--- config.mk ---
export PLATFORM = sky130hd
export DESIGN_NAME = trial_division_factorizer
export DESIGN_NICKNAME = d
export VERILOG_FILES = /design/src/hdl/tdf_pkg.sv /design/src/hdl/trial_division_factorizer.sv /design/src/hdl/tdf_div.sv /design/src/hdl/tdf_cfg.sv
export VERILOG_INCLUDE_DIRS = /design/src /design/src/hdl
export SDC_FILE = /design/constraint.sdc
export NUM_CORES = 1
export LEC_CHECK = 0
export ABC_AREA = 1
export BUFFER_PORTS_ARGS = -buffer_cell sky130_fd_sc_hd__buf_2
export CAP_MARGIN = 10
export CORE_MARGIN = 2
export CORE_UTILIZATION = 55
export CTS_BUF_LIST = sky130_fd_sc_hd__clkbuf_16
export DETAILED_ROUTE_END_ITERATION = 7
export PLACE_DENSITY = 0.84
export SKIP_CTS_REPAIR_TIMING = 1
export SYNTH_ARGS = -nofsm -noshare
export SYNTH_HDL_FRONTEND = slang
export SYNTH_HIERARCHICAL = 1
export SYNTH_SLANG_ARGS = --single-unit
--- constraint.sdc ---
create_clock -name clk -period 9.07 [get_ports clk]
set_clock_uncertainty 0.05 [all_clocks]
set_input_delay 1.814 -clock clk [delete_from_list [all_inputs] [get_ports clk]]
set_output_delay 1.814 -clock clk [all_outputs]
set_load 0.03 [all_outputs]
--- src/hdl/trial_division_factorizer_assert.svh ---
// Assertion macros shared by the factorizer RTL.
// Both macros sample on the rising edge of clk and are off while rst is high.
`ifndef TRIAL_DIVISION_FACTORIZER_ASSERT_SVH
`define TRIAL_DIVISION_FACTORIZER_ASSERT_SVH

`ifndef SYNTHESIS
`define TDF_ASSERT_SAME(lbl, ante, cons) \
  lbl: assert property (@(posedge clk) disable iff (rst) (ante) |-> (cons)) \
    else $error("assertion failed");
`define TDF_ASSERT_NEXT(lbl, ante, cons) \
  lbl: assert property (@(posedge clk) disable iff (rst) (ante) |=> (cons)) \
    else $error("assertion failed");
`else
`define TDF_ASSERT_SAME(lbl, ante, cons)
`define TDF_ASSERT_NEXT(lbl, ante, cons)
`endif

`endif

--- src/hdl/tdf_pkg.sv ---
package tdf_pkg;

  // Configuration port
  localparam int ADDR_W = 3;
  localparam int DATA_W = 32;
  localparam logic [ADDR_W-3:0] REG_CAPACITY = '0;

  // Field widths
  localparam int IN_W     = 32;
  localparam int FACTOR_W = 32;
  localparam int CAP_W    = 6;
  localparam int POS_W    = 5;

  localparam logic [CAP_W-1:0] CAP_RESET = 6'd32;
  // Most results one value may produce
  localparam logic [POS_W-1:0] MAX_RES   = 5'd31;

endpackage

--- src/hdl/trial_division_factorizer.sv ---
// The single restoring divider tests one trial divisor at a time, so an item's run time
// grows with the number of trial divisors it needs.
// Values 0 and 1 skip the divider; a result waits in the output register while the sink stalls.
// Throughput: one item at a time; in_stall stays high until its last result is loaded.
// Reset (synchronous, rst high): capacity returns to 32, the sequencer goes idle,
// any pending results are dropped.
`include "trial_division_factorizer_assert.svh"

module trial_division_factorizer #(
  parameter int VALUE_WIDTH = 32
) (
  input  logic                          clk,
  input  logic                          rst,
  input  logic                          psel,
  input  logic                          penable,
  input  logic                          pwrite,
  input  logic [tdf_pkg::ADDR_W-1:0]    paddr,
  input  logic [tdf_pkg::DATA_W-1:0]    pwdata,
  output logic [tdf_pkg::DATA_W-1:0]    prdata,
  output logic                          pready,
  input  logic                          in_valid,
  output logic                          in_stall,
  input  logic [tdf_pkg::IN_W-1:0]      value,
  output logic                          out_valid,
  input  logic                          out_stall,
  output logic [tdf_pkg::FACTOR_W-1:0]  factor,
  output logic                          has_factor,
  output logic                          kept,
  output logic [tdf_pkg::POS_W-1:0]     position,
  output logic [tdf_pkg::POS_W-1:0]     total_count,
  output logic                          last
);

  localparam int VW = VALUE_WIDTH;

  typedef enum logic [2:0] {
    S_IDLE,
    S_NONE,
    S_START,
    S_WAIT,
    S_EVAL,
    S_LEFT,
    S_LAST
  } state_t;

  state_t                      state;
  logic [VW-1:0]               v;
  logic [VW-1:0]               d;
  logic [tdf_pkg::POS_W-1:0]   n;
  logic [VW-1:0]               pend;
  logic [tdf_pkg::POS_W-1:0]   pend_pos;
  logic                        has_pend;
  logic [tdf_pkg::CAP_W-1:0]   capacity;

  logic                        div_done;
  logic [VW-1:0]               div_quo;
  logic [VW-1:0]               div_rem;

  logic [VW-1:0]               v_in;
  logic                        out_free;
  logic                        q_ge_d;
  logic                        found;
  logic                        push;
  logic                        push_last;
  logic                        push_none;
  logic                        o_kept;

  tdf_cfg u_cfg (
    .clk      (clk),
    .rst      (rst),
    .psel     (psel),
    .penable  (penable),
    .pwrite   (pwrite),
    .paddr    (paddr),
    .pwdata   (pwdata),
    .prdata   (prdata),
    .pready   (pready),
    .capacity (capacity)
  );

  tdf_div #(.W(VW)) u_div (
    .clk       (clk),
    .rst       (rst),
    .start     (state == S_START),
    .dividend  (v),
    .divisor   (d),
    .done      (div_done),
    .quotient  (div_quo),
    .remainder (div_rem)
  );

  assign v_in     = VW'(value);
  assign in_stall = state != S_IDLE;
  assign out_free = !out_valid || !out_stall;

  // Trial continues while d <= v / d; a zero remainder is a factor
  assign q_ge_d = div_quo >= d;
  assign found  = q_ge_d && (div_rem == '0);

  // Decide when the pending factor moves into the output register
  always_comb begin
    push      = 1'b0;
    push_last = 1'b0;
    push_none = 1'b0;
    case (state)
      S_NONE: begin
        push      = out_free;
        push_last = 1'b1;
        push_none = 1'b1;
      end
      S_EVAL: push = found && has_pend && out_free;
      S_LEFT: push = has_pend && out_free;
      S_LAST: begin
        push      = out_free;
        push_last = 1'b1;
      end
      default: push = 1'b0;
    endcase
  end

  assign o_kept = !push_none && ({1'b0, pend_pos} < capacity);

  // Sequencer and output register
  always_ff @(posedge clk) begin
    if (rst) begin
      state     <= S_IDLE;
      has_pend  <= 1'b0;
      out_valid <= 1'b0;
    end else begin
      // Load a result, or drop the one just transferred
      if (push) begin
        out_valid   <= 1'b1;
        has_factor  <= !push_none;
        kept        <= o_kept;
        factor      <= o_kept ? tdf_pkg::FACTOR_W'(pend) : '0;
        position    <= push_none ? '0 : pend_pos;
        total_count <= push_last ? n : '0;
        last        <= push_last;
      end else if (!out_stall) begin
        out_valid <= 1'b0;
      end

      case (state)
        S_IDLE: begin
          if (in_valid) begin
            v        <= v_in;
            d        <= VW'(2);
            n        <= '0;
            has_pend <= 1'b0;
            state    <= (v_in <= VW'(1)) ? S_NONE : S_START;
          end
        end
        S_NONE: begin
          if (out_free) begin
            state <= S_IDLE;
          end
        end
        S_START: state <= S_WAIT;
        S_WAIT: begin
          if (div_done) begin
            state <= S_EVAL;
          end
        end
        S_EVAL: begin
          if (!q_ge_d) begin
            state <= S_LEFT;
          end else if (found) begin
            if (!has_pend || out_free) begin
              pend     <= d;
              pend_pos <= n;
              has_pend <= 1'b1;
              n        <= n + tdf_pkg::POS_W'(1);
              v        <= div_quo;
              if (n == tdf_pkg::MAX_RES - tdf_pkg::POS_W'(1) || div_quo == VW'(1)) begin
                state <= S_LAST;
              end else begin
                state <= S_START;
              end
            end
          end else begin
            // Advance to the next candidate: 2, 3, 5, 7, ...
            d     <= (d == VW'(2)) ? VW'(3) : d + VW'(2);
            state <= S_START;
          end
        end
        S_LEFT: begin
          // Remaining value above one is the largest prime factor
          if (!has_pend || out_free) begin
            pend     <= v;
            pend_pos <= n;
            has_pend <= 1'b1;
            n        <= n + tdf_pkg::POS_W'(1);
            state    <= S_LAST;
          end
        end
        S_LAST: begin
          if (out_free) begin
            has_pend <= 1'b0;
            state    <= S_IDLE;
          end
        end
        default: state <= S_IDLE;
      endcase
    end
  end

  `TDF_ASSERT_SAME(a_none_is_single, out_valid && !has_factor, last && position == '0 && factor == '0)
  `TDF_ASSERT_SAME(a_count_on_last, out_valid && !last, total_count == '0)
  `TDF_ASSERT_SAME(a_dropped_is_zero, out_valid && has_factor && !kept, factor == '0)
  `TDF_ASSERT_NEXT(a_div_only_waiting, div_done, state == S_EVAL)
  `TDF_ASSERT_SAME(a_push_has_pend, push && !push_none, has_pend)

endmodule

--- src/hdl/tdf_div.sv ---
module tdf_div #(
  parameter int W = 32
) (
  input  logic         clk,
  input  logic         rst,
  input  logic         start,
  input  logic [W-1:0] dividend,
  input  logic [W-1:0] divisor,
  output logic         done,
  output logic [W-1:0] quotient,
  output logic [W-1:0] remainder
);

  localparam int CW = $clog2(W + 1);

  logic          busy;
  logic [CW-1:0] cnt;
  logic [W-1:0]  rem;
  logic [W-1:0]  quo;
  logic [W-1:0]  dsr;
  logic [W:0]    shifted;
  logic [W:0]    diff;
  logic          fits;

  // One restoring step: shift in the next dividend bit, try to subtract
  assign shifted = {rem, quo[W-1]};
  assign fits    = shifted >= {1'b0, dsr};
  assign diff    = shifted - {1'b0, dsr};

  always_ff @(posedge clk) begin
    if (rst) begin
      busy <= 1'b0;
      done <= 1'b0;
    end else begin
      // Flag completion once the final step has been taken
      done <= !start && busy && (cnt == CW'(1));
      if (start) begin
        busy <= 1'b1;
        cnt  <= CW'(W);
        rem  <= '0;
        quo  <= dividend;
        dsr  <= divisor;
      end else if (busy) begin
        rem <= fits ? diff[W-1:0] : shifted[W-1:0];
        quo <= {quo[W-2:0], fits};
        cnt <= cnt - CW'(1);
        if (cnt == CW'(1)) begin
          busy <= 1'b0;
        end
      end
    end
  end

  assign quotient  = quo;
  assign remainder = rem;

endmodule

--- src/hdl/tdf_cfg.sv ---
module tdf_cfg (
  input  logic                        clk,
  input  logic                        rst,
  input  logic                        psel,
  input  logic                        penable,
  input  logic                        pwrite,
  input  logic [tdf_pkg::ADDR_W-1:0]  paddr,
  input  logic [tdf_pkg::DATA_W-1:0]  pwdata,
  output logic [tdf_pkg::DATA_W-1:0]  prdata,
  output logic                        pready,
  output logic [tdf_pkg::CAP_W-1:0]   capacity
);

  logic hit;

  // Decode the word address
  assign hit    = paddr[tdf_pkg::ADDR_W-1:2] == tdf_pkg::REG_CAPACITY;
  assign pready = 1'b1;

  // Capture a write at the end of the access phase
  always_ff @(posedge clk) begin
    if (rst) begin
      capacity <= tdf_pkg::CAP_RESET;
    end else if (psel && penable && pwrite && hit) begin
      capacity <= pwdata[tdf_pkg::CAP_W-1:0];
    end
  end

  assign prdata = hit ? tdf_pkg::DATA_W'(capacity) : '0;

endmodule

==> summary.txt <==
CTS Buf Count: 28
RSZ-0062 raised after global routing: no
GRT busiest layer: met2
Post-Route Setup TNS: 0 ns
met2 Use GR: 44.8%
number of global-route vias before repair: 12600
CP endpoint kind: flip-flop
Req. time, crit path: 9.22 ns
peak supply drop: 0.358 mV
met1 usage: 32.4%
syn_area_per_cell: 8.17 um^2
Hold Fails Final Rpt: 0
Max H-tree Level: 1
remaining antenna violation count: 0
DRC errors left: 0
die area: 30300 um^2
FF+latch count, synth: 266
CP Launch Type: flip-flop
Inst Count DP: 2397
first-pass GRT wire length: 62.3 mm
Initial DRT Pass Iterations: 6
clock root cell: clkbuf_16
Post-synth ARST share: 0%
final period utilization: 45.9%
Via density: 5.41
status: complete, no violations
top-count cell post-synth: nand2_1
HP Class: flip-flop to flip-flop
Post-synth EDFFs: 253
tightest hold margin: 0.456 ns
Mapped Cells: 1946
Synth Cell Area: 15900 um^2
Final GP Congestion: 0.948
kind of critical path: flip-flop to flip-flop
Netlist cell types: 50
layout cells sized above 1: 10.3%
fmax: 240 MHz
CTS clk-pin slew, worst paths: 0.06 ns
utilization after layout: 61.5%
port buffer count: 98
Core Area: 28500 um^2
Layout area overhead: 10.5%
fin nets: 2191
most used flip-flop cell after synthesis: edfxtp_1
GRT overflow: 0
die height: 174 um
Critical Path AT: 4.32 ns
Max Transition Viols Final: 0
initial antenna violation count: 0
Clk Latency, worst-skew pair: 0.54 ns
Starting Density: 55.7%
Ports: 154
Pwr Total: 5.70 mW
Avg WL per Cell: 16.1 um
vias: 13200
Rel. slew slack: 25.2%
Longest Clk Path Bufs: 3
GRT Resource Usage Total: 25.4%
largest net degree at the start of global routing: 72
final setup vio count: 0
drt total wl: 39.3 mm
hold depth: 0
Tmin final: 4.16 ns
die width: 174 um
CTS tree: yes
most area-consuming cells after synthesis: edfxtp_1, nand2_1, inv_1
area share of the largest cell type after synthesis: 47.8%
Post-synth top cells: nand2_1, inv_1, edfxtp_1
area leader, netlist: edfxtp_1
Seq/Total Area, Yosys: 49.4%
Layout Cells excl Fill: 2447
Leak Pwr: 8.39 nW
total of max-cap violations: 0
Worst-Margin Slew: 1.12 ns
1st-iter DRT viols: 1300
ANT cells: 0
HPWL reported at the end of detailed placement: 27.8 mm
clk sinks: 266
row cnt: 62
CP max FO: 41
pwr/cell area: 325 nW/um^2
met3 GRT Util: 2.65%
R2R cell count: 11
Yosys warnings: 6
## worst paths after layout
kind	start	to	slack, ns
min reg2reg	d[31]	u_div/dsr[31]	0.46
max	state[0]	factor[9]	4.91
min	d[31]	u_div/dsr[31]	0.46
max reg2reg	state[0]	factor[9]	4.91
## cell usage in the layout (no fill, tap or decap), types with 29 or more instances in the layout
cell / instances
ha_1: 73
clkbuf_16: 29
buf_2: 98
nand2_1: 632
nor2_1: 203
edfxtp_1: 253
inv_1: 328
nand3_1: 58
o21ai_0: 59
a21oi_1: 55
## worst max-delay path: stages (launching register included)
cell and delay (ns):
dfxtp_1 0.35, nor2_1 0.16, inv_1 0.10, nor2_2 0.08, buf_4 0.39, inv_1 0.62
nand2_1 0.45, inv_1 0.15, nor2_1 0.13, nand3_1 0.17, a21oi_4 0.67, buf_4 0.47
## area by class of cell
class | count | area [um^2]
Timing Repair Buffer | 109 | 573
Multi-Input combinational cell | 1304 | 6520
Tap cell | 384 | 480
Clock buffer | 29 | 726
Fill cell | 2353 | 11000
Sequential cell | 266 | 7860
Inverter | 334 | 1260
Clock inverter | 21 | 151
## metal layers
layer	vias to the layer above	part of all wire, %
met3	107	7.8
met4	0	3.3
met2	681	49
li1	6351	-
met1	6101	40
met5	-	0
## stage by stage
step	instance area (um^2)	setup slack [ns]
2_1_floorplan	16000	3.25
3_3_place_gp	16700	4.95
3_5_place_dp	16700	4.93
4_1_cts	17600	4.92
5_1_grt	17600	4.59
6_report	17600	4.91
## state kept, by name (all words and copies together), names as in the netlist, 6 cells and up
name and cells:
d 32, v 32, u_div/dsr 32, pend 32, u_cfg/capacity 6, u_div/remainder 32
factor 32, u_div/cnt 6, u_div/quotient 32
## report_power, final
group	total [mW]	internal (mW)	switching, mW
clock	1.10	0.633	0.466
sequential	2.13	1.89	0.239
combinational	2.47	0.746	1.73
total	5.70	3.27	2.43
## kinds of logic after synthesis
group           synth area share, %
flops                          49.4
compound gates                 4.29
simple gates                   28.5
fa+ha+maj                      5.87
buf+inv                        10.4
xor+xnor                       1.43
other cells                  0.0473
Power figures use the tool's default switching activity.
